### src/rtl/ccaf_pkg.sv
`timescale 1ns / 1ps
// ----------------------------------------------------------------------------
// ccaf_pkg: shared types and constants of the core claim affinity filter
// Widths, policy mode and register index codes, and the word that travels
// down the row of core cells.
// ----------------------------------------------------------------------------
package ccaf_pkg;

    localparam int MASK_W    = 16;   // logical cpu slots in a mask
    localparam int CORE_W    = 4;    // physical core index width
    localparam int NUM_CORES = 16;   // one cell per physical core
    localparam int TOKEN_W   = 64;
    localparam int MAP_W     = MASK_W * CORE_W;
    localparam int COUNT_W   = 5;
    localparam int MODE_W    = 2;
    localparam int INDEX_W   = 2;

    // policy_mode codes; the unused code behaves as off
    localparam logic [MODE_W-1:0] MODE_SPREAD = 2'd0;
    localparam logic [MODE_W-1:0] MODE_FREE   = 2'd1;
    localparam logic [MODE_W-1:0] MODE_OFF    = 2'd2;

    // configuration register indexes
    localparam logic [INDEX_W-1:0] REG_POLICY_MODE = 2'd0;
    localparam logic [INDEX_W-1:0] REG_CPU_COUNT   = 2'd1;
    localparam logic [INDEX_W-1:0] REG_CORE_MAP    = 2'd2;

    // request word as it moves from cell to cell
    typedef struct packed {
        logic                vld;
        logic [MODE_W-1:0]   mode;
        logic [MASK_W-1:0]   want;     // request, trimmed to present cpus
        logic [TOKEN_W-1:0]  token;
        logic                pin;      // exactly one cpu requested
        logic [CORE_W-1:0]   pin_core; // core of the pinned cpu
        logic [MASK_W-1:0]   kept;     // wanted cpus not on foreign cores
        logic [MASK_W-1:0]   free;     // cpus on unclaimed cores
        logic [MASK_W-1:0]   sib;      // cpus on the pinned core
        logic                pin_ok;   // pinned core free or owned by token
    } word_t;

endpackage

### src/rtl/ccaf_resolve.sv
`timescale 1ns / 1ps
// ----------------------------------------------------------------------------
// ccaf_resolve: result selection at the end of the chain
// Picks the rewritten mask from the accumulated word by policy mode and
// flags pass-through when nothing is to be rewritten.
// ----------------------------------------------------------------------------
module ccaf_resolve
    import ccaf_pkg::*;
(
    input  word_t             word_in,
    input  logic [MASK_W-1:0] all_mask,
    output logic [MASK_W-1:0] give,
    output logic              pass
);

    logic [MASK_W-1:0] spread_give;

    // spread: pin gets its core or the free cores, wide mask loses foreign cpus if any stay
    always_comb
    begin
        if (word_in.want == '0)
        begin
            spread_give = '0;
        end
        else if (word_in.pin)
        begin
            spread_give = word_in.pin_ok ? word_in.sib : word_in.free;
        end
        else if ((word_in.kept == '0) || (word_in.kept == word_in.want))
        begin
            spread_give = '0;
        end
        else
        begin
            spread_give = word_in.kept;
        end
    end

    // mode select
    always_comb
    begin
        unique case (word_in.mode)
            MODE_SPREAD: give = spread_give;
            MODE_FREE:   give = (word_in.want != all_mask) ? all_mask : '0;
            default:     give = '0;
        endcase
    end

    assign pass = (give == '0);

endmodule

### config.mk
export PLATFORM = sky130hd
export DESIGN_NAME = ccaf_resolve
export DESIGN_NICKNAME = d
export VERILOG_FILES = /design/src/rtl/ccaf_pkg.sv /design/src/rtl/ccaf_resolve.sv
export SDC_FILE = /design/constraint.sdc
export NUM_CORES = 1
export LEC_CHECK = 0
export BUFFER_PORTS_ARGS = -buffer_cell sky130_fd_sc_hd__buf_2
export CELL_PAD_IN_SITES_DETAIL_PLACEMENT = 2
export CELL_PAD_IN_SITES_GLOBAL_PLACEMENT = 2
export CORE_MARGIN = 8
export CORE_UTILIZATION = 10
export DETAILED_ROUTE_END_ITERATION = 16
export PLACE_DENSITY = 0.92
export REMOVE_ABC_BUFFERS = 1
export SLEW_MARGIN = 20
export SYNTH_ARGS = -nofsm -noshare
export SYNTH_HDL_FRONTEND = slang
export SYNTH_SLANG_ARGS = --single-unit
### constraint.sdc
create_clock -name vclk -period 4
set_clock_uncertainty 0.2 [all_clocks]
set_input_delay 0.8 -clock vclk [all_inputs]
set_output_delay 0.8 -clock vclk [all_outputs]
set_load 0.01 [all_outputs]
# ---- Word level (Yosys, flattened, before mapping)
# Cells that the tools add are included.
dict set report word_totals {
  output_inout_bits 17
  reg_bits 0
}
dict set report classes {
  n_reduce_logical 5
  n_mux 6
  n_eq_ne 3
}
# cell count
set op_table {}
lappend op_table {{16-bit 2-to-1 mux} 5}
lappend op_table {{16-bit logical NOT} 3}
lappend op_table {{16-bit one-hot mux with 2 select lines} 1}
lappend op_table {{16-bit == test} 1}
lappend op_table {{16-bit != test} 1}
lappend op_table {{2-bit by 1-bit == test with 1-bit output, second input constant} 1}
lappend op_table {{2-bit logical NOT} 1}
lappend op_table {{1-bit logical OR} 1}

# ---- Longest topological paths before layout
# Gate-level depths: netlist of run 1.
dict set report depth {
  ltp_word 7
  depth_mapped 9
  mapped_depth_nobuf 8
}

# ---- Worst setup path before layout of run 1
# No wires, ideal clock.
dict set report synth_path {
  kind {input-to-output}
  from {input port word_in[119] (netlist name)}
  to {output port pass}
  slack_ps 112
  path_buffers 1
  t_arrival_ps 2888
  path_stages 9
  cell_sequence {xor2_1 -> nor4_1 -> nand4_1 -> nor3b_2 -> buf_6 -> a221o_1 -> or4_1 -> nor4_1 -> and3_1}
}
dict set report synth_via {
  elab_chain_len 7
  elab_cells_between_ends 10
  classes_between {eq/ne: 2; mux: 5; reduce/logical: 3}
}
# element line_no
set synth_lines {}
lappend synth_lines {{start: declaration} ccaf_resolve.sv:10} ;# input word_t word_in,
lappend synth_lines {{16-bit == test} ccaf_resolve.sv:29} ;# else if ((word_in.kept == '0) || (word_in.kept == word_in.want))
lappend synth_lines {{1-bit logical OR} ccaf_resolve.sv:29}
lappend synth_lines {{16-bit 2-to-1 mux} ccaf_resolve.sv:29}
lappend synth_lines {{16-bit 2-to-1 mux} ccaf_resolve.sv:25} ;# else if (word_in.pin)
lappend synth_lines {{16-bit 2-to-1 mux} ccaf_resolve.sv:21} ;# if (word_in.want == '0)
lappend synth_lines {{16-bit one-hot mux with 2 select lines (*)} ccaf_resolve.sv:42} ;# unique case (word_in.mode)
lappend synth_lines {{named net give[6]} ccaf_resolve.sv:12} ;# output logic [MASK_W-1:0] give,
lappend synth_lines {{16-bit logical NOT (*)} ccaf_resolve.sv:49} ;# assign pass = (give == '0);
lappend synth_lines {{end: declaration} ccaf_resolve.sv:13} ;# output logic pass
# The timed path passes the listed nets; every way through them passes the cells marked *.

# ---- Final worst setup path of run 1
dict set report layout_path {
  from {input port word_in[44] (netlist name)}
  to {output port pass}
}
dict set report layout_via {
  elab_chain_len 7
  elab_cells_between_ends 8
  classes_between {eq/ne: 1; mux: 4; reduce/logical: 3}
}
# element line_no
set layout_lines {}
lappend layout_lines {{16-bit == test / 16-bit logical NOT (equally long branches)} ccaf_resolve.sv:29}
lappend layout_lines {{1-bit logical OR} ccaf_resolve.sv:29}
lappend layout_lines {{16-bit 2-to-1 mux (*)} ccaf_resolve.sv:29}
lappend layout_lines {{16-bit 2-to-1 mux (*)} ccaf_resolve.sv:25}
lappend layout_lines {{16-bit 2-to-1 mux (*)} ccaf_resolve.sv:21}
lappend layout_lines {{16-bit one-hot mux with 2 select lines (*)} ccaf_resolve.sv:42}
lappend layout_lines {{16-bit logical NOT (*)} ccaf_resolve.sv:49}
# Every way passes the cells marked *; elsewhere a longest branch is shown, timed or not.

==> flow_metrics.py, run 1 <==
metrics = {
    "setup_path": {
        "cp-start-kind": "input pin",
        "cpPeakStageDelay_ps": 500,
        "worst_setup_path_end_kind": "output pin",
        "critPathMaxFanout": 3,
        "crit_type": "input pin to output pin",
        "crit_arrival_ps": 3200,
        "crit_chain": "buf_2 > xor2_1 > nor4_4 > nand4_1 > buf_4 > a21o_1 > a22o_1 > or4_4 > nor4_2 > and3_1 > buf_2",
        "crit_slowest_cell": "or4_4",
        "cp_common_cell": "buf_2",
        "cp.required_ps": 3000,
    },
    "floorplan": {
        "initial_core_util_pct": 10.2,
        "die_area_mm2": 0.0126,
        "die_height_um": 112,
        "die_x_um": 112,
        "num_rows": 35,
        "io-pin-count": 170,
        "core_mm2": 0.00911,
    },
    "yosys": {
        "synth_common_cells": "xnor2_1, xor2_1, mux2i_1, nor2_1, nor4_1",
        "synth_seq_area_share_pct": 0,
        "synth_top_area_share_pct": 15.1,
        "yosysWarningCount": 0,
        "syn_avg_cell_area_um2": 7.36,
        "syn_area_um2": 927,
        "yosys-top-cells-area": "xnor2_1, xor2_1, mux2i_1, a221o_1, nor4_1",
        "yosys.area.top_type": "xnor2_1",
        "synth_cell_type_count": 30,
        "netlist_instances": 126,
    },
    "layout": {
        "seq_cell_count": 0,
        "drive_above_1_share_pct": 62.3,
        "ff_latch_area_um2": 0,
        "final_cell_area_mm2": 0.00202,
        "n_clock_buffer": 0,
        "syn_to_final_growth_pct": 117,
        "n_antenna_cell": 0,
        "final_cells": 368,
        "nNetsFinal": 412,
    },
    "timing": {
        "rsz0062_at_grt": "true",
        "period_share_pct": 105,
        "final-setup-viol-count": 1,
        "timing.fmax_mhz": 238,
        "layout_setup_ws_ps": -203,
        "slew_viol_final": 0,
        "setup_tns_ps": -203,
        "slew_headroom_pct": 67.6,
        "finalCriticalPeriod_ps": 4200,
        "report.final.hold_viol_count": 0,
        "tightest_slew_ps": 484,
        "worst_hold_slack_ps": 1780,
    },
    "placed_design": {
        "place_area_mm2": 0.00178,
        "portBuffers": 101,
        "dp_slack_ps": -582,
        "gp_congestion": 0.856,
        "dp_hpwl_um": 6630,
        "dp_cells": 363,
    },
    "hold_path": {
        "holdCritPathClass": "input pin to output pin",
    },
    "grt": {
        "grt_max_degree": 13,
        "grt_pass1_wl_um": 10800,
        "antenna_found_initial": 0,
        "grt_pass1_vias": 1939,
        "overflow": 0,
        "grt_util_all_layers_pct": 11.0,
    },
    "job": {
        "drv_cap": 0,
    },
    "drt": {
        "vias_per_cell": 4.33,
        "wl_per_cell_um": 20.3,
        "drc": 0,
        "drtPass1Iterations": 4,
        "num_vias": 1595,
        "drt_iter0_drc": 50,
        "drtAntennaViolNets": 0,
        "wl_um": 7470,
    },
    "pwr": {
        "power_leakage_nw": 0.969,
        "vdd_ir_drop_max_v": 0.0000418,
        "p_per_area_mw_per_mm2": 115,
    },
    "outcome": {
        "status": "complete, but fails checks",
        "failed_checks": "negative setup slack",
    },
    "cts": {
        "hold_buffers": 0,
    },
}
[repair_timing]
action / 4_1_cts / 5_1_grt
endpoints found under the setup margin: 1 / 1
pin swaps: 9 / 16
gates resized for setup: 9 / 31
buffers inserted: 4 / 2
[per-stage QoR]
stage | utilization (%) | total power, mW
2_1_floorplan | - | 0.0749
3_3_place_gp | 19.5 | 0.194
3_5_place_dp | 19.5 | 0.202
4_1_cts | 20.4 | 0.212
5_1_grt | 22.1 | 0.249
6_report | 22.1 | 0.231
[critical path, delay by kind of cell]
family,cells,cell delay [ps]
and+or+nand+nor,5,1340
buffers and inverters,3,460
AOI/OAI and AO/OA,2,410
xor gates and xnor gates,1,180
[layer usage]
metal  track usage (%)  up-vias  wire length [um]
met1              11.4      778              2870
met3              1.93       10               331
met4              1.62        0               142
met2              22.7       60              4120
li1                  -      747                 -
met5                 0        -                 0
[final timing paths]
| kind | end | slack [ps] | cells after the start | start |
|---|---|---|---|---|
| max | pass | -200 | 11 | word_in[44] |
| min | give[11] | 1780 | 3 | all_mask[11] |
[power by group]
part	leakage [nW]	internal, mW	switching (mW)
Clock	0	0	0
Combinational	0.969	0.118	0.113
Sequential	0	0	0
[logic make-up after synthesis]
logic type / synth area share (%)
simple gates: 26.2
xor+xnor: 30.2
compound gates: 22.7
mux: 17.7
buf+inv: 3.24
[cell type report]
class	instances	area (um^2)
fill	1055	7090
multi-input combinational	120	1040
tap	111	139
timing repair buffer	137	838
[cells in the final DEF (no fill, tap or decap)]
| master | count |
|---|---|
| a21oi_2 | 1 |
| nor4_2 | 5 |
| a22o_1 | 1 |
| xor2_4 | 1 |
| xor2_2 | 4 |
| xnor2_1 | 15 |
| a221o_1 | 10 |
| buf_8 | 2 |
| xnor2_2 | 1 |
| a22oi_1 | 4 |
| nor2_1 | 13 |
| nor2b_1 | 1 |
| or4_4 | 1 |
| or3_1 | 1 |
| nand2_2 | 1 |
| nor4_1 | 4 |
| a21oi_1 | 3 |
| xor2_1 | 11 |
| mux2_2 | 3 |
| o21ai_0 | 3 |
| buf_4 | 38 |
| buf_6 | 6 |
| a21o_1 | 2 |
| nand2_1 | 5 |
| mux2i_1 | 13 |
| nor3_1 | 1 |
| or2_2 | 1 |
| nand4_1 | 6 |
| a211oi_1 | 1 |
| a2111oi_0 | 1 |
| nor4_4 | 2 |
| nor3b_2 | 1 |
| nand3_2 | 1 |
| o21ai_1 | 1 |
| and3_1 | 1 |
| nor3b_4 | 1 |
| buf_2 | 91 |
(Power assumes the default switching activity.)
==> run 2: changes to the inputs <==
Settings changed: ABC_AREA from default to 1, CORE_ASPECT_RATIO from default to 0.5, CORE_UTILIZATION 10 to 13, PLACE_DENSITY 0.92 to 0.85.
==> flow_metrics.py, run 2 <==
metrics = {
    "outcome": {
        "status": "complete, no violations",
    },
    "floorplan": {
        "die_x_um": 168,
        "num_rows": 27,
        "initial_core_util_pct": 13.5,
        "die_area_mm2": 0.0155,
        "io-pin-count": 170,
        "core_mm2": 0.0111,
        "die_height_um": 92.1,
    },
    "layout": {
        "final_cells": 561,
        "seq_cell_count": 0,
        "syn_to_final_growth_pct": 42.4,
        "n_antenna_cell": 0,
        "final_cell_mix": "buf_2, nand2_1, nor2_1",
        "final_common_cell": "buf_2",
        "n_clock_buffer": 0,
        "drive_above_1_share_pct": 31.3,
        "ff_latch_area_um2": 0,
        "nNetsFinal": 571,
        "final_cell_area_mm2": 0.00214,
        "nFillCells": 1427,
    },
    "pwr": {
        "p_clk_share_pct": 0,
        "switching_share_pct": 59.8,
        "comb_power_share_pct": 100.0,
        "power_leakage_nw": 1.35,
        "total_power_uw": 213,
        "vdd_ir_drop_max_v": 0.0000184,
        "seqPwrFrac_pct": 0,
        "switchingPower_uw": 127,
        "p_per_area_mw_per_mm2": 99.4,
        "intPower_uw": 85.6,
    },
    "setup_path": {
        "cpPeakStageDelay_ps": 250,
        "startpoint": "word_in[35]",
        "crit_buf_inv": 3,
        "cp_top_family": "simple AND/OR/NAND/NOR gates",
        "cp_common_cell": "nand2_1",
        "crit_type": "input pin to output pin",
        "crit_chain": "buf_2 > inv_1 > nand2_1 > nand2_1 > nor2_1 > nand2_1 > nor2_1 > nand2_2 > nand3_1 > nand2_1 > a21boi_0 > nand2_1 > nor2_1 > nand2_1 > nor2_1 > buf_2",
        "crit_slowest_cell": "nand2_2",
        "critPathMaxFanout": 16,
        "worst_setup_path_end_kind": "output pin",
        "cp.required_ps": 3000,
        "cp-start-kind": "input pin",
        "crit_arrival_ps": 2650,
    },
    "yosys": {
        "syn_area_mm2": 0.00150,
        "yosys.area.top_type": "nand2_1",
        "netlist_instances": 325,
        "yosys-top-cells-area": "nand2_1, nor2_1, inv_1, nand3_1, xor2_1",
        "synth_most_common_cell": "nand2_1",
        "synth_common_cells": "nand2_1, nor2_1, inv_1, nand3_1, o21ai_0",
        "synth_top_area_share_pct": 24.2,
        "synth_seq_area_share_pct": 0,
        "yosysWarningCount": 0,
        "synth_cell_type_count": 24,
        "syn_avg_cell_area_um2": 4.63,
    },
    "drt": {
        "drt_iter0_drc": 56,
        "num_vias": 2322,
        "drc": 0,
        "drtAntennaViolNets": 0,
        "drtPass1Iterations": 4,
        "wl_per_cell_um": 15.2,
        "vias_per_cell": 4.14,
        "wl_um": 8500,
    },
    "grt": {
        "grt_max_degree": 18,
        "grt_pass1_vias": 2556,
        "grt_pass1_wl_um": 13100,
        "antenna_found_initial": 0,
        "overflow": 0,
        "grt_util_all_layers_pct": 10.3,
    },
    "placed_design": {
        "place_area_mm2": 0.00214,
        "portBuffers": 101,
        "dp_hpwl_um": 7740,
        "gp_congestion": 0.776,
        "dp_cells": 561,
    },
    "cts": {
        "postCtsResizedCells": 0,
        "hold_buffers": 0,
        "post-cts-setup-buffers": 0,
    },
    "timing": {
        "slew_viol_final": 0,
        "tightest_slew_ps": 984,
        "timing.fmax_mhz": 274,
        "finalCriticalPeriod_ps": 3650,
        "period_share_pct": 91.4,
        "report.final.hold_viol_count": 0,
        "rsz0062_at_grt": "false",
        "slew_headroom_pct": 34.2,
        "setup_tns_ps": 0,
        "worst_hold_slack_ps": 1810,
        "final-setup-viol-count": 0,
    },
    "hold_path": {
        "holdCritPathClass": "input pin to output pin",
        "min_from": "all_mask[0]",
    },
    "job": {
        "drv_cap": 0,
    },
}
run 2: cell count changes after synthesis, sizes merged, moves of 10 or more:
| cell | change |
|---|---|
| a21boi | +13 |
| a221o | -10 |
| inv | +54 |
| mux2i | -13 |
| nand2 | +94 |
| nand3 | +30 |
| nor2 | +60 |
| o21ai | +11 |
| xnor2 | -16 |
run 2: worst min-delay path, cell delays in order:
cell and delay [ps]:
buf_2 100, nand3_1 100, nand2_1 80, buf_2 120
run 2: cells by family after synthesis:
kind of cell / share of synthesized area, %
xor+xnor: 6.99
buf+inv: 17.6
simple gates: 60.2
compound gates: 15.1
run 2: per-layer routing:
metal,vias to the layer above,global-route usage (%),share of wire [%]
met1,1127,11.0,40
met3,4,0.171,0.46
met5,-,0,0
met4,0,0.664,0.72
li1,1181,-,-
met2,10,22.7,59
run 2: cell type report:
type                       instances  area (um^2)  area share [%]
timing repair buffer             102          513            23.9
inverter                          54          203            9.46
multi-input combinational        260         1240            58.1
tap                              145          181            8.47
run 2: per-stage QoR:
step / util [%] / setup WS [ps]
floorplan: - / 787
global placement: 19.2 / 130
detailed placement: 19.2 / 115
CTS: 19.2 / 104
global route: 19.2 / 115
finish: 19.2 / 346
run 2: final timing paths:
kind,slack [ps],depth (start not counted),endpoint
worst min-delay path,1810,4,give[0]
worst max-delay path,350,16,pass
run 2: power by group through the flow:
stage / clock, mW / combinational (mW) / sequential, mW
2_1_floorplan: 0 / 0.109 / 0
3_3_place_gp: 0 / 0.204 / 0
3_5_place_dp: 0 / 0.214 / 0
4_1_cts: 0 / 0.215 / 0
5_1_grt: 0 / 0.239 / 0
6_report: 0 / 0.213 / 0
==> run 3: changes to the inputs <==
Settings changed: BUFFER_PORTS_ARGS -buffer_cell sky130_fd_sc_hd__buf_2 to -buffer_cell sky130_fd_sc_hd__buf_4.
==> flow_metrics.py, run 3 (same netlist as run 2, synthesis figures left out) <==
metrics = {
    "outcome": {
        "status": "complete, no violations",
    },
    "floorplan": {
        "io-pin-count": 170,
        "die_height_um": 92.1,
        "core_mm2": 0.0111,
        "initial_core_util_pct": 13.5,
        "num_rows": 27,
        "die_x_um": 168,
        "die_area_mm2": 0.0155,
    },
    "hold_path": {
        "holdPathStages": 4,
        "whs_endpoint": "give[0]",
        "min_from": "all_mask[0]",
        "holdCritPathClass": "input pin to output pin",
    },
    "layout": {
        "drive_above_1_share_pct": 31.3,
        "final_common_cell": "buf_4",
        "nFillCells": 1431,
        "n_antenna_cell": 0,
        "fin_util_pct": 21.5,
        "final_cell_mix": "buf_4, nand2_1, nor2_1",
        "seq_cell_count": 0,
        "final_cell_area_mm2": 0.00239,
        "ff_latch_area_um2": 0,
        "nNetsFinal": 571,
        "multi_input_area_mm2": 0.00124,
        "n_clock_buffer": 0,
        "syn_to_final_growth_pct": 59.2,
    },
    "timing": {
        "rsz0062_at_grt": "false",
        "slew_headroom_pct": 35.1,
        "timing.fmax_mhz": 274,
        "final-setup-viol-count": 0,
        "period_share_pct": 91.3,
        "tightest_slew_ps": 971,
        "report.final.hold_viol_count": 0,
        "slew_viol_final": 0,
        "layout_setup_ws_ps": 349,
        "setup_tns_ps": 0,
        "finalCriticalPeriod_ps": 3650,
    },
    "grt": {
        "antenna_found_initial": 0,
        "grt_pass1_wl_um": 14200,
        "overflow": 0,
        "grt_pass1_vias": 2603,
        "grt_max_degree": 18,
        "grt_util_all_layers_pct": 11.2,
    },
    "drt": {
        "num_vias": 2331,
        "wl_um": 9080,
        "drc": 0,
        "wl_per_cell_um": 16.2,
        "vias_per_cell": 4.16,
        "drt_iter0_drc": 47,
        "drtAntennaViolNets": 0,
        "drtPass1Iterations": 4,
    },
    "placed_design": {
        "dp_hpwl_um": 8260,
        "dp_slack_ps": 117,
        "place_area_mm2": 0.00239,
        "gp_congestion": 0.809,
        "portBuffers": 101,
    },
    "pwr": {
        "p_per_area_mw_per_mm2": 103,
        "vdd_ir_drop_max_v": 0.0000189,
        "power_leakage_nw": 1.43,
    },
    "setup_path": {
        "critPathMaxFanout": 16,
        "crit_type": "input pin to output pin",
        "worst_setup_path_end_kind": "output pin",
        "crit_arrival_ps": 2650,
        "cp.required_ps": 3000,
        "cp-start-kind": "input pin",
    },
    "cts": {
        "hold_buffers": 0,
        "post-cts-setup-buffers": 0,
        "postCtsResizedCells": 0,
    },
    "job": {
        "drv_cap": 0,
    },
}
## run 3: cell counts in the layout (fill, tap and decap cells not counted)
Identical to the previous run, type by type.
## run 3: cell type report
type	instances	area share (%)
Multi-Input combinational cell	260	52.0
Timing Repair Buffer	102	32.0
Inverter	54	8.46
Tap cell	145	7.58
## run 3: metal layers
layer	wire length, um	track usage (%)	share of wire, %	vias to the layer above
met5	0	0	0	-
met4	50	0.517	0.55	0
met3	54	0.299	0.60	2
met2	5270	24.0	58	4
met1	3710	12.4	41	1147
li1	-	-	-	1178
## run 3: critical path, cell delays in order
cell	delay [ps]
buf_4	100
inv_1	60
nand2_1	80
nand2_1	60
nor2_1	120
nand2_1	70
nor2_2	120
nand2_2	250
nand3_1	150
nand2_1	60
a21boi_0	250
nand2_1	90
nor2_1	110
nand2_1	70
nor2_1	100
buf_4	140
## run 3: how the worst max path moves through the flow
stage	start	slack [ps]	endpoint
final	word_in[43]	350	pass
after detailed placement	word_in[118]	120	pass
after CTS	word_in[118]	110	pass
after global placement	word_in[118]	140	pass
after global routing	word_in[43]	80	pass
after floorplan	word_in[41]	790	pass
## run 3: where the power goes
part           switching, mW  internal [mW]
sequential                 0              0
combinational          0.131          0.116
clock                      0              0
total                  0.131          0.116
## run 3: stage by stage
step           std cells  hold slack, ps  power (mW)
3_3_place_gp         561            1800       0.236
6_report             561            1830       0.247
2_1_floorplan        314            1570       0.109
3_5_place_dp         561            1820       0.248
4_1_cts              561            1820       0.249
5_1_grt              561            1840       0.273
