### src/rtl/ccaf_pkg.sv
`timescale 1ns / 1ps
// ----------------------------------------------------------------------------
// ccaf_pkg: shared types and constants of the core claim affinity filter
// Widths, policy mode and register index codes, and the word that travels
// down the row of core cells.
// ----------------------------------------------------------------------------
package ccaf_pkg;

    localparam int MASK_W    = 16;   // logical cpu slots in a mask
    localparam int CORE_W    = 4;    // physical core index width
    localparam int NUM_CORES = 16;   // one cell per physical core
    localparam int TOKEN_W   = 64;
    localparam int MAP_W     = MASK_W * CORE_W;
    localparam int COUNT_W   = 5;
    localparam int MODE_W    = 2;
    localparam int INDEX_W   = 2;

    // policy_mode codes; the unused code behaves as off
    localparam logic [MODE_W-1:0] MODE_SPREAD = 2'd0;
    localparam logic [MODE_W-1:0] MODE_FREE   = 2'd1;
    localparam logic [MODE_W-1:0] MODE_OFF    = 2'd2;

    // configuration register indexes
    localparam logic [INDEX_W-1:0] REG_POLICY_MODE = 2'd0;
    localparam logic [INDEX_W-1:0] REG_CPU_COUNT   = 2'd1;
    localparam logic [INDEX_W-1:0] REG_CORE_MAP    = 2'd2;

    // request word as it moves from cell to cell
    typedef struct packed {
        logic                vld;
        logic [MODE_W-1:0]   mode;
        logic [MASK_W-1:0]   want;     // request, trimmed to present cpus
        logic [TOKEN_W-1:0]  token;
        logic                pin;      // exactly one cpu requested
        logic [CORE_W-1:0]   pin_core; // core of the pinned cpu
        logic [MASK_W-1:0]   kept;     // wanted cpus not on foreign cores
        logic [MASK_W-1:0]   free;     // cpus on unclaimed cores
        logic [MASK_W-1:0]   sib;      // cpus on the pinned core
        logic                pin_ok;   // pinned core free or owned by token
    } word_t;

endpackage

### src/rtl/ccaf_cell.sv
`timescale 1ns / 1ps
// ----------------------------------------------------------------------------
// ccaf_cell: one physical core of the claim chain
// Holds the claimed flag and owner token of its core, folds its cpus into the
// passing word, and in spread mode claims its free core for a single-cpu pin.
// ----------------------------------------------------------------------------
module ccaf_cell
    import ccaf_pkg::*;
(
    input  logic              clk,
    input  logic              rst_n,
    input  logic              adv,
    input  logic [CORE_W-1:0] core_id,
    input  logic [MASK_W-1:0] all_mask,
    input  logic [MAP_W-1:0]  core_map,
    input  word_t             word_in,
    output word_t             word_out
);

    logic               claimed_reg;
    logic               claimed_next;
    logic [TOKEN_W-1:0] owner_reg;
    word_t              word_reg;
    word_t              word_next;
    logic [MASK_W-1:0]  mine;
    logic               foreign;
    logic               hit;
    logic               take;

    // cpus mapped onto this core
    always_comb
    begin
        for (int i = 0; i < MASK_W; i++)
        begin
            mine[i] = all_mask[i] && (core_map[i*CORE_W +: CORE_W] == core_id);
        end
    end

    // claim checks against the passing word
    assign foreign = claimed_reg && (owner_reg != word_in.token);
    assign hit     = word_in.pin && (word_in.pin_core == core_id);
    assign take    = adv && word_in.vld && hit && (word_in.mode == MODE_SPREAD)
                     && !claimed_reg;

    // fold this core into the word
    always_comb
    begin
        word_next      = word_in;
        word_next.kept = word_in.kept | (word_in.want & mine & {MASK_W{!foreign}});
        word_next.free = word_in.free | (mine & {MASK_W{!claimed_reg}});
        if (hit)
        begin
            word_next.sib    = mine;
            word_next.pin_ok = !foreign;
        end
    end

    assign claimed_next = claimed_reg | take;

    always_ff @(posedge clk or negedge rst_n)
    begin
        if (!rst_n)
        begin
            claimed_reg <= 1'b0;
            word_reg    <= '0;
        end
        else if (adv)
        begin
            claimed_reg <= claimed_next;
            word_reg    <= word_next;
        end
    end

    // owner token, only read once the core is claimed
    always_ff @(posedge clk)
    begin
        if (take)
        begin
            owner_reg <= word_in.token;
        end
    end

    assign word_out = word_reg;

endmodule

### config.mk
export PLATFORM = sky130hd
export DESIGN_NAME = ccaf_cell
export DESIGN_NICKNAME = d
export VERILOG_FILES = /design/src/rtl/ccaf_pkg.sv /design/src/rtl/ccaf_cell.sv
export SDC_FILE = /design/constraint.sdc
export NUM_CORES = 1
export LEC_CHECK = 0
export ABC_AREA = 0
export ABC_CLOCK_PERIOD_IN_PS = 11400
export CAP_MARGIN = 40
export CORE_AREA = 4 4 139 141
export DETAILED_ROUTE_END_ITERATION = 7
export DIE_AREA = 0 0 143 145
export DONT_BUFFER_PORTS = 1
export PLACE_DENSITY = 0.73
export SYNTH_ARGS = -nofsm -noshare
export SYNTH_HDL_FRONTEND = slang
export SYNTH_SLANG_ARGS = --single-unit
### constraint.sdc
create_clock -name clk -period 11.4 [get_ports clk]
set_input_delay 1.71 -clock clk [delete_from_list [all_inputs] [get_ports clk]]
set_output_delay 1.71 -clock clk [all_outputs]
set_load 0.005 [all_outputs]
======== Yosys cells after proc, flatten, opt, wreduce, memory -nomap -nowiden ========
Cells that the tools add are included.
cells by class
  equal/unequal tests ..................... 18
  mux-type cells .......................... 1
  bitwise gates (word level) .............. 6
  reduce and logical (&&, ||, !) cells .... 25
operators with widths
  operator            number
  4-bit == test       17
  64-bit != test      1
  16-bit bitwise AND  3
  16-bit bitwise OR   2
  1-bit logical AND   22
  17-bit two-way mux  1
  1-bit logical NOT   2
  2-bit logical NOT   1
  1-bit bitwise OR    1
word-level totals
  register bits after elaboration ......... 202
  word-level logic and storage cells ...... 62

======== Depth between registers and ports, before layout ========
Gate-level depths: netlist of the first run.
  word-level depth ........................ 6
  depth in mapped cells ................... 8

======== Worst setup path after synthesis of the first run ========
No wires, ideal clock.
  kind .................................... input-to-reg
  start ................................... input port core_id[2]
  end ..................................... register owner_reg[0] (enable)
  data arrival time ....................... 5431 ps
  path slack .............................. 5482 ps
  stages .................................. 7
  buffers on the path ..................... 3
  path through ............................ buf_2 xor2_1 nor4_2 buf_6 buf_12 nand4_1 nor2_1
on the way
  cells in the longest elaborated chain, start to end .. 5
RTL lines
  item                            RTL line         text
  start: declaration              ccaf_cell.sv:13  input logic [CORE_W-1:0] core_id,
  4-bit == test                   ccaf_cell.sv:41  assign hit = word_in.pin && (word_in.pin_core == core_id);
  1-bit logical AND               ccaf_cell.sv:41
  1-bit logical AND (2 in a row)  ccaf_cell.sv:42  assign take = adv && word_in.vld && hit && (word_in.mode == MODE_SPREAD)
  1-bit logical AND               ccaf_cell.sv:43  && !claimed_reg;
  net take                        ccaf_cell.sv:28  logic take;
  end signal: assignment          ccaf_cell.sv:79  owner_reg <= word_in.token;
  end: declaration                ccaf_cell.sv:22  logic [TOKEN_W-1:0] owner_reg;
The timed path passes the listed nets, and every way through them passes these cells.
A chain may end at the register's enable or synchronous reset.

======== Worst setup path in the final report of the first run ========
  start ................................... input port core_id[1]
  end ..................................... register owner_reg[55] (enable)
The elaborated chain is that of the path after synthesis.

==> metrics.cfg, run 1 <==
[layout]
layout-drive-gt1-share_pct=19.0
fin_cells=920
multi_input_area_mm2=0.00355
largest_reg_flops=137
nets=901
fill_cells=1438
syn2layout_area_growth_pct=8.60
seq_area_mm2=0.00538
n_antenna_cell=0

[worst_setup_path]
rr_startpoint=owner_reg[57]
path_delay_family=buffers and inverters
reg2reg_to=word_out[40]
ff2ff_path_depth=5
crit_fanout=64
critPathKind=in -> reg
worstPathArrival_ns=3.56
critPathSlowestCell=buf_4
start_kind=input port
r2r_setup_slack_ns=9.23
crit_buf_inv=2
cp-end-kind=flip-flop
slowest_delay_ns=0.61
cpMostUsedCell=buf_4
required_ns=11.51
worstPathCellList=xor2_1 -> nor4_4 -> buf_4 -> nand4_1 -> nor2_4 -> buf_4

[placed_design]
place.gp.congestion=0.849
io_buffers=0
hpwl_um=17300
placed_cells=883

[timing]
hold_violations=0
finClkSkew_ns=0.0112
finalSetupViolations=0
tightestPinTransition_ns=0.792
fin_crit_sh_pct=30.3
holdWs_ns=0.538
maxSlewViolCount=0
relSlewSlack_pct=47.2
finalCriticalPeriod_ns=3.46
fin_tns_setup_ns=0
rsz0062_at_grt=false
max_freq_ghz=0.289

[floorplanning]
fp.dieW_um=143
ios=361
core-area_mm2=0.0180
die_area_mm2=0.0207
rows=49
initial_core_util_pct=51.2
fp.dieH_um=145

[synthesis]
synth_seq_area_share_pct=58.5
synthAdderAreaFrac_pct=0
synth_area_mm2=0.00919
synth_top_family_by_area=multiplexers
yosys_warnings=0
syn-num-nets=910
synth_compound_area_share_pct=6.15
synth.area.mux_share_pct=14.3
synth_xor_area_share_pct=12.3
netlist_instances=686
yosys.area_share.simple_pct=5.76
avgSynthCellArea_um2=13.4
synth-seq-cells=202
yosysUniqueCellTypes=29

[clocking]
clockBufferDepth=3
cts_root_buf=clkbuf_16
cts_resized=0
cts.reportedPaths.clkPinSlew_ns=0.06
cts_tree=built
cts-hold-fix-buffers=0
htree_levels=1
postCtsSetupRepairBufs=0
cts_buffers=21
clkLatencyLatePin_ns=0.48
clock-sinks=202

[power_and_ir_drop]
swShare_pct=22.4
p_sw_uw=361
intPower_mw=1.25
comb_power_share_pct=6.6
clkPwrFrac_pct=41.1
p_per_area_mw_per_mm2=161
irDropWorstVdd_uv=109
p_leak_nw=3.90
seqPwrFrac_pct=52.3

[global_routing]
grt_max_degree=189
antenna_found_initial=0
grt-ovfl-total=0
grt_first_pass_wirelength_um=34700
groute.usage.overall_pct=21.1
grt_pass1_vias=5918

[route]
vias_per_cell=6.05
finalWirelength_um=22900
wl_per_cell_um=24.9
vias=5566
drtAntennaViolNets=0
drt_iter0_drc=287
drtPass1Iterations=6
drc=0

[outcome]
outcome=complete, no violations

[flow_run]
max_cap_viol_count=0

[worst_hold_path]
min_to=word_out[98]
hold_path.class=reg -> reg
holdCritStartpoint=word_out[98]
holdPathStages=1

## how the worst max path moves through the flow
stage,from,to,slack [ns],cells after the start
2_1_floorplan,core_id[2],owner_reg[0],5.48,7
5_1_grt,core_id[1],owner_reg[55],7.87,6
4_1_cts,core_id[1],owner_reg[16],7.99,6
3_3_place_gp,core_id[1],owner_reg[19],7.53,6
3_5_place_dp,core_id[1],owner_reg[49],7.48,6
6_report,core_id[1],owner_reg[55],7.94,6
## synth_stat cells
| cell | instances | area [µm²] |
|---|---|---|
| nor3_1 | 16 | 80.1 |
| edfxtp_1 | 64 | 1920 |
| nand4_1 | 17 | 106 |
| a41o_1 | 15 | 150 |
| mux2i_1 | 32 | 320 |
| buf_2 | 7 | 35.0 |
| nand4_2 | 1 | 12.5 |
| nor4_2 | 5 | 62.6 |
| clkinv_1 | 1 | 3.75 |
| a41oi_1 | 15 | 131 |
| nor2b_1 | 1 | 6.26 |
| nand2b_1 | 3 | 18.8 |
| dfrtp_1 | 138 | 3450 |
| xnor2_1 | 80 | 701 |
| buf_4 | 2 | 15.0 |
| nand2_1 | 3 | 11.3 |
| clkbuf_1 | 19 | 71.3 |
| buf_12 | 1 | 20.0 |
| nor2_1 | 35 | 131 |
| mux2_2 | 88 | 991 |
| o41ai_1 | 1 | 8.76 |
| xor2_1 | 49 | 429 |
| o22ai_1 | 1 | 6.26 |
| and3_1 | 16 | 100 |
| inv_1 | 18 | 67.6 |
| o2111ai_1 | 1 | 8.76 |
| a221o_1 | 1 | 10.0 |
| buf_6 | 6 | 67.6 |
| a21oi_1 | 50 | 250 |
## area by class of cell
type                       count  area share (%)
clock buffer                  24            5.69
clock inverter                13            1.07
sequential                   202            53.8
multi-input combinational    430            35.6
tap                          229            2.87
inverter                      19           0.714
timing repair buffer           3           0.226
## metrics by stage
stage | power (mW) | setup slack [ns] | utilization (%) | area (µm²)
6_report | 1.61 | 7.94 | 55.6 | 9980
5_1_grt | 1.68 | 7.87 | 55.6 | 9980
4_1_cts | 1.63 | 7.99 | 55.6 | 9980
3_5_place_dp | 0.961 | 7.48 | 51.8 | 9310
3_3_place_gp | 0.954 | 7.53 | 51.8 | 9310
2_1_floorplan | 0.945 | 5.48 | - | 9190
## metal layers
metal  track usage [%]  wire length, µm  up-vias
li1                  -                -     2444
met1              24.2             8170     2805
met2              36.7            11700      266
met3              7.27             2320       51
met4              6.56              755        0
met5                 0                0        -
## kinds of logic after synthesis
family                    Yosys count
xor gates and xnor gates          129
buffers and inverters              54
and+or+nand+nor                    97
DFF                               202
AOI/OAI and AO/OA                  84
muxes                             120
## worst reg2reg max path: stages, from the launching register on
cell and delay (ns):
edfxtp_1 0.39, xnor2_1 0.16, nand4_1 0.13, nor4_2 0.42
nand4_2 0.54, a41oi_1 0.43
## power by group through the flow
stage	registers, mW	clock network, mW	logic [mW]
floorplan	0.838	0	0.107
global placement	0.854	0	0.0996
detailed placement	0.855	0	0.106
CTS	0.842	0.679	0.107
global route	0.846	0.712	0.118
finish	0.842	0.662	0.106
## cell usage in the layout (no fill, tap or decap), drive strengths merged
| cell | instances |
|---|---|
| a21oi | 50 |
| a221o | 1 |
| a41o | 15 |
| a41oi | 15 |
| and3 | 16 |
| buf | 3 |
| bufinv | 1 |
| clkbuf | 24 |
| clkinv | 8 |
| dfrtp | 138 |
| edfxtp | 64 |
| inv | 23 |
| mux2 | 88 |
| mux2i | 32 |
| nand2 | 3 |
| nand2b | 3 |
| nand4 | 18 |
| nor2 | 35 |
| nor2b | 1 |
| nor3 | 16 |
| nor4 | 5 |
| o2111ai | 1 |
| o22ai | 1 |
| o41ai | 1 |
| xnor2 | 80 |
| xor2 | 49 |
Power figures use the tool's default switching activity.
==> inputs of run 2 (changes only) <==
--- a/config.mk
+++ b/config.mk
@@ -6,7 +6,7 @@
 export NUM_CORES = 1
 export LEC_CHECK = 0
 export ABC_AREA = 0
-export ABC_CLOCK_PERIOD_IN_PS = 11400
+export ABC_CLOCK_PERIOD_IN_PS = 3400
 export CAP_MARGIN = 40
 export CORE_AREA = 4 4 139 141
 export DETAILED_ROUTE_END_ITERATION = 7
==> constraint.sdc (replaced) <==
create_clock -name clk -period 3.4 [get_ports clk]
set_input_delay 0.51 -clock clk [delete_from_list [all_inputs] [get_ports clk]]
set_output_delay 0.51 -clock clk [all_outputs]
set_load 0.005 [all_outputs]
==> run 2 against run 1 <==
The run now ends with hold timing left. Register-to-register slack got worse by 8.1 ns. Sequential power increased to 3.3 times the previous value. Power increased to 3.4 times the previous value. Global-route usage increased by 0.45 points. Routed wire length increased by 1.6%. Flip-flop and latch count unchanged. Critical path type is now reg -> reg.
==> metrics.cfg, run 2 (synthesized netlist as in run 1, its figures left out) <==
[worst_setup_path]
start_kind=flip-flop
cp-end-kind=flip-flop
path_delay_family=simple AND/OR/NAND/NOR gates
critPathSlowestCell=nand4_2
critPathKind=reg -> reg
slowest_delay_ns=0.52  ; -0.09 ns
worstPathCellList=xnor2_1 -> nand4_1 -> nor4_2 -> nand4_2 -> a41oi_1
required_ns=3.80  ; -7.71 ns
worstPathArrival_ns=2.63  ; -0.93 ns
crit_fanout=17  ; -73%
crit_buf_inv=0  ; -2
ff2ff_path_depth=5  ; unchanged
rr_startpoint=owner_reg[41]
r2r_setup_slack_ns=1.17  ; -8.06 ns
crit_cells=5  ; -1
crit_path_start=owner_reg[41]

[clocking]
postCtsSetupRepairBufs=0  ; unchanged
cts_tree=built
clkLatencyLatePin_ns=0.51  ; +0.03 ns
clockBufferDepth=3  ; unchanged
cts_root_buf=clkbuf_16
htree_levels=1  ; unchanged
cts_buffers=22  ; +4.8%
clock-sinks=202  ; unchanged
cts.reportedPaths.clkPinSlew_ns=0.06  ; about the same

[global_routing]
grt-ovfl-total=0  ; unchanged
groute.usage.overall_pct=21.5  ; +0.45 points
grt_pass1_vias=6040  ; +2.1%
grt_first_pass_wirelength_um=35300  ; +2.0%
antenna_found_initial=0  ; unchanged
grt_max_degree=189  ; unchanged

[route]
drc=0  ; unchanged
wl_met1_um=8300  ; +1.6%
top_layer=met4
wl_met3_um=2450  ; +5.2%
drtAntennaViolNets=0  ; unchanged
vias=5506  ; -1.1%
drtPass1Iterations=4  ; -2
vias_per_cell=5.95  ; -1.6%
drt_iter0_drc=302  ; +5.2%
finalWirelength_um=23300  ; +1.6%
wl_per_cell_um=25.2  ; +1.1%
wl_met2_um=12100  ; +3.5%

[flow_run]
max_cap_viol_count=0  ; unchanged

[layout]
fill_cells=1510  ; +5.0%
fin_util_pct=55.9  ; +0.31 points
n_antenna_cell=0  ; unchanged
syn2layout_area_growth_pct=9.22
largest_reg_flops=137  ; unchanged
final_cell_mix=dfrtp_1 (138), mux2_2 (88), xnor2_1 (80), edfxtp_1 (64), a21oi_1 (50)
fin_cells=925  ; +0.54%
seq_area_mm2=0.00538  ; unchanged
nets=904  ; +0.33%
layout_commonest_cell=dfrtp_1
multi_input_area_mm2=0.00355  ; unchanged
layout-drive-gt1-share_pct=19.4  ; +0.44 points

[power_and_ir_drop]
irDropWorstVdd_uv=458  ; +320%
total_power_mw=5.47  ; +240%
p_per_area_mw_per_mm2=544  ; +240%
p_leak_nw=3.92  ; +0.67%

[floorplanning]
core-area_mm2=0.0180  ; unchanged
ios=361  ; unchanged
initial_core_util_pct=51.2  ; unchanged
rows=49  ; unchanged
die_area_mm2=0.0207  ; unchanged
fp.dieH_um=145  ; unchanged
fp.dieW_um=143  ; unchanged

[timing]
finalSetupViolations=0  ; unchanged
fin_crit_sh_pct=65.6
hold_violations=138  ; +138
tightestPinTransition_ns=0.699  ; -0.0923 ns
finClkSkew_ns=0.0172  ; +0.00604 ns
holdWs_ns=-0.307  ; -0.845 ns
relSlewSlack_pct=53.0  ; +5.8 points
rsz0062_at_grt=false
maxSlewViolCount=0  ; unchanged
finalCriticalPeriod_ns=2.23
fin_tns_setup_ns=0  ; unchanged
max_freq_ghz=0.449

[placed_design]
place.gp.congestion=0.885  ; +4.2%
placed_cells=885  ; +0.23%
io_buffers=0  ; unchanged
hpwl_um=17700  ; +2.3%

[worst_hold_path]
hold_path.class=in -> async

[outcome]
outcome=complete, but fails checks
violations=hold timing

run 2: layout make-up:
type,count,share of cell area [%]
flip-flops and latches,202,53.5
clock buffers,33,6.49
repair buffers,5,0.374
multi-input cells,430,35.4
inverters,19,0.710
well taps,229,2.85
clock inverters,7,0.636
run 2: path summary, 6_finish.rpt:
kind	to
min in group clk	owner_reg[2]
setup reg to reg	word_out[41]
hold / removal	word_out[97]
setup / recovery	word_out[41]
max in group asynchronous	word_out[50]
hold reg to reg	word_out[75]
run 2: routing by layer:
layer  up-vias  GRT usage [%]
met4         0           5.51
met1      2734           25.4
met3        44           7.47
met2       282           37.3
met5         -              0
li1       2446              -
run 2: what timing repair did:
item / in CTS / in global routing
gates resized for setup: 0 / 0
endpoints found under the setup margin: 0 / 0
hold endpoints to repair: 138 / 138
run 2: power by group:
part / total, mW / leakage, nW / switching, mW / internal (mW)
Sequential: 2.82 / 2.18 / 0.148 / 2.67
Combinational: 0.353 / 1.39 / 0.131 / 0.222
Clock: 2.29 / 0.352 / 0.955 / 1.34
run 2: through the flow:
stage	cell area, µm²	hold WS, ns	worst slack (ns)
after detailed placement	9320	0.218	0.988
final	10000	-0.307	1.17
after global routing	10000	-0.340	0.998
after global placement	9320	0.219	1.14
after CTS	10000	-0.329	1.10
after floorplan	9200	0.214	0.423
==> inputs of run 3 (changes only) <==
--- a/config.mk
+++ b/config.mk
@@ -6,7 +6,7 @@
 export NUM_CORES = 1
 export LEC_CHECK = 0
 export ABC_AREA = 0
-export ABC_CLOCK_PERIOD_IN_PS = 3400
+export ABC_CLOCK_PERIOD_IN_PS = 2300
 export CAP_MARGIN = 40
 export CORE_AREA = 4 4 139 141
 export DETAILED_ROUTE_END_ITERATION = 7
==> constraint.sdc (replaced) <==
create_clock -name clk -period 2.3 [get_ports clk]
set_input_delay 0.345 -clock clk [delete_from_list [all_inputs] [get_ports clk]]
set_output_delay 0.345 -clock clk [all_outputs]
set_load 0.005 [all_outputs]
==> run 3 against run 2 <==
Worst setup slack worse by 0.75 ns. Utilization up 4.2 points. Critical endpoint is now word_out[40]. Critical path depth up 1. Cell area up 7.5%. Sequential power up 48%. Routed wire length up 12%. The flow still finishes with violations (hold timing). Non-clock buffer count up 78. Via count up 9.8%. Power up 48%. Clock skew up 0.0070 ns. Flip-flop and latch count unchanged. Clock power up 41%.
==> metrics.cfg, run 3 (synthesized netlist as in run 1, its figures left out) <==
[clocking]
clock-sinks=202  ; unchanged
cts_resized=0  ; unchanged
cts_tree=built
clockBufferDepth=3  ; unchanged
cts_root_buf=clkbuf_16
htree_levels=1  ; unchanged
cts.reportedPaths.clkPinSlew_ns=0.06  ; about the same
clkLatencyLatePin_ns=0.49  ; -0.02 ns
cts_buffers=21  ; -4.5%

[worst_setup_path]
crit_fanout=17  ; unchanged
reg2reg_to=word_out[40]
critPathSlowestCell=edfxtp_1
start_kind=flip-flop
crit_path_start=owner_reg[52]
worstPathCellList=xnor2_1 -> nand4_1 -> nor4_2 -> nand4_2 -> buf_4 -> a41oi_1
critPathKind=reg -> reg
rr_startpoint=owner_reg[52]
worstPathArrival_ns=2.27  ; -0.36 ns
crit_path_end=word_out[40]
cp-end-kind=flip-flop
crit_buf_inv=1  ; +1
path_delay_family=simple AND/OR/NAND/NOR gates
ff2ff_path_depth=6  ; +1
required_ns=2.68  ; -1.12 ns
slowest_delay_ns=0.39  ; -0.13 ns
r2r_setup_slack_ns=0.42  ; -0.75 ns
crit_cells=6  ; +1

[floorplanning]
core-area_mm2=0.0180  ; unchanged
rows=49  ; unchanged
ios=361  ; unchanged
fp.dieH_um=145  ; unchanged
initial_core_util_pct=51.2  ; unchanged
die_area_mm2=0.0207  ; unchanged
fp.dieW_um=143  ; unchanged

[layout]
fin_cells=1002  ; +8.3%
layout-drive-gt1-share_pct=17.2  ; -2.2 points
syn2layout_area_growth_pct=17.4
fill_cells=1406  ; -6.9%
fin_util_pct=60.1  ; +4.2 points
layout_commonest_cell=dfrtp_1
final_cell_mix=dfrtp_1 (138), mux2_2 (88), xnor2_1 (79), dlygate4sd3_1 (76), edfxtp_1 (64)
nets=981  ; +8.5%
largest_reg_flops=137  ; unchanged

[power_and_ir_drop]
irDropWorstVdd_uv=577  ; +26%
p_leak_nw=4.23  ; +7.9%
p_per_area_mw_per_mm2=750  ; +38%

[placed_design]
hpwl_um=17700  ; +0.23%
place.gp.congestion=0.853  ; -3.6%
placed_cells=886  ; +0.11%
io_buffers=0  ; unchanged
preCtsSetupSlack_ns=0.376  ; -0.612 ns

[route]
wl_per_cell_um=25.9  ; +3.0%
vias_per_cell=6.04  ; +1.4%
vias=6048  ; +9.8%
drtAntennaViolNets=0  ; unchanged
finalWirelength_um=26000  ; +12%
drtPass1Iterations=5  ; +1
drc=0  ; unchanged
drt_iter0_drc=335  ; +11%

[timing]
hold_violations=138  ; unchanged
max_freq_ghz=0.531  ; +18%
rsz0062_at_grt=false
holdWs_ns=-0.452  ; -0.146 ns
finalCriticalPeriod_ns=1.88  ; -0.347 ns
maxSlewViolCount=0  ; unchanged
finalSetupViolations=0  ; unchanged
finClkSkew_ns=0.0242  ; +0.00700 ns
layout_setup_ws_ns=0.418  ; -0.753 ns
fin_tns_setup_ns=0  ; unchanged
fin_crit_sh_pct=81.8  ; +16 points
tightestPinTransition_ns=0.412  ; -0.288 ns
relSlewSlack_pct=72.3  ; +19 points

[global_routing]
grt_first_pass_wirelength_um=38700  ; +9.6%
use_met3_pct=8.13  ; +0.66 points
grt-ovfl-total=0  ; unchanged
groute.usage.overall_pct=24.0  ; +2.4 points
use_met2_pct=41.6  ; +4.3 points
top_usage_layer=met2
grt_max_degree=160  ; -15%
grt_pass1_vias=6501  ; +7.6%
grtUsageMet1_pct=27.4  ; +2.0 points
antenna_found_initial=1  ; +1

[outcome]
violations=hold timing
outcome=complete, but fails checks

[worst_hold_path]
hold_path.class=in -> async

[flow_run]
max_cap_viol_count=0  ; unchanged

run 3: cell type report:
cell class / count / area, µm² / area share (%)
clock inverters: 6 / 62.6 / 0.580
inverters: 19 / 71.3 / 0.661
flip-flops and latches: 202 / 5380 / 49.8
multi-input cells: 430 / 3560 / 33.0
repair buffers: 83 / 838 / 7.77
well taps: 229 / 287 / 2.65
diodes: 1 / 2.50 / 0.0232
clock buffers: 32 / 597 / 5.53
run 3: power by group:
part,switching (mW),total [mW],internal (mW)
clock network,1.33,3.24,1.91
registers,0.228,4.18,3.95
logic,0.251,0.672,0.421
total,1.81,8.09,6.28
run 3: how the worst min path moves through the flow:
stage                    endpoint  start  cells past startpoint
CTS                  word_out[97]  rst_n                      0
finish              word_out[100]  rst_n                      0
global route         word_out[30]  rst_n                      0
global placement     word_out[99]  rst_n                      0
floorplan             claimed_reg  rst_n                      0
detailed placement   word_out[30]  rst_n                      0
run 3: timing repair:
item	in CTS	in global routing
hold endpoints to repair	297	142
hold buffers	73	4
setup buffers	0	0
run 3: metrics by stage:
step           instance area (µm²)  total power, mW
4_1_cts                      10800             8.13
5_1_grt                      10800             8.40
2_1_floorplan                 9220             4.69
3_3_place_gp                  9350             4.72
6_report                     10800             8.09
3_5_place_dp                  9350             4.76
run 3: worst register-to-register path: cells and delay by family (launching register included):
kind            cells  cell delay [ns]
xor+xnor            1             0.20
simple gates        3             0.69
compound gates      1             0.26
buf+inv             1             0.23
flops               1             0.39
run 3: metal layers:
layer / part of all wire, % / routed length (µm)
met3: 10 / 2630
met1: 35 / 9010
met4: 2.8 / 734
met5: 0 / 0
met2: 52 / 13600
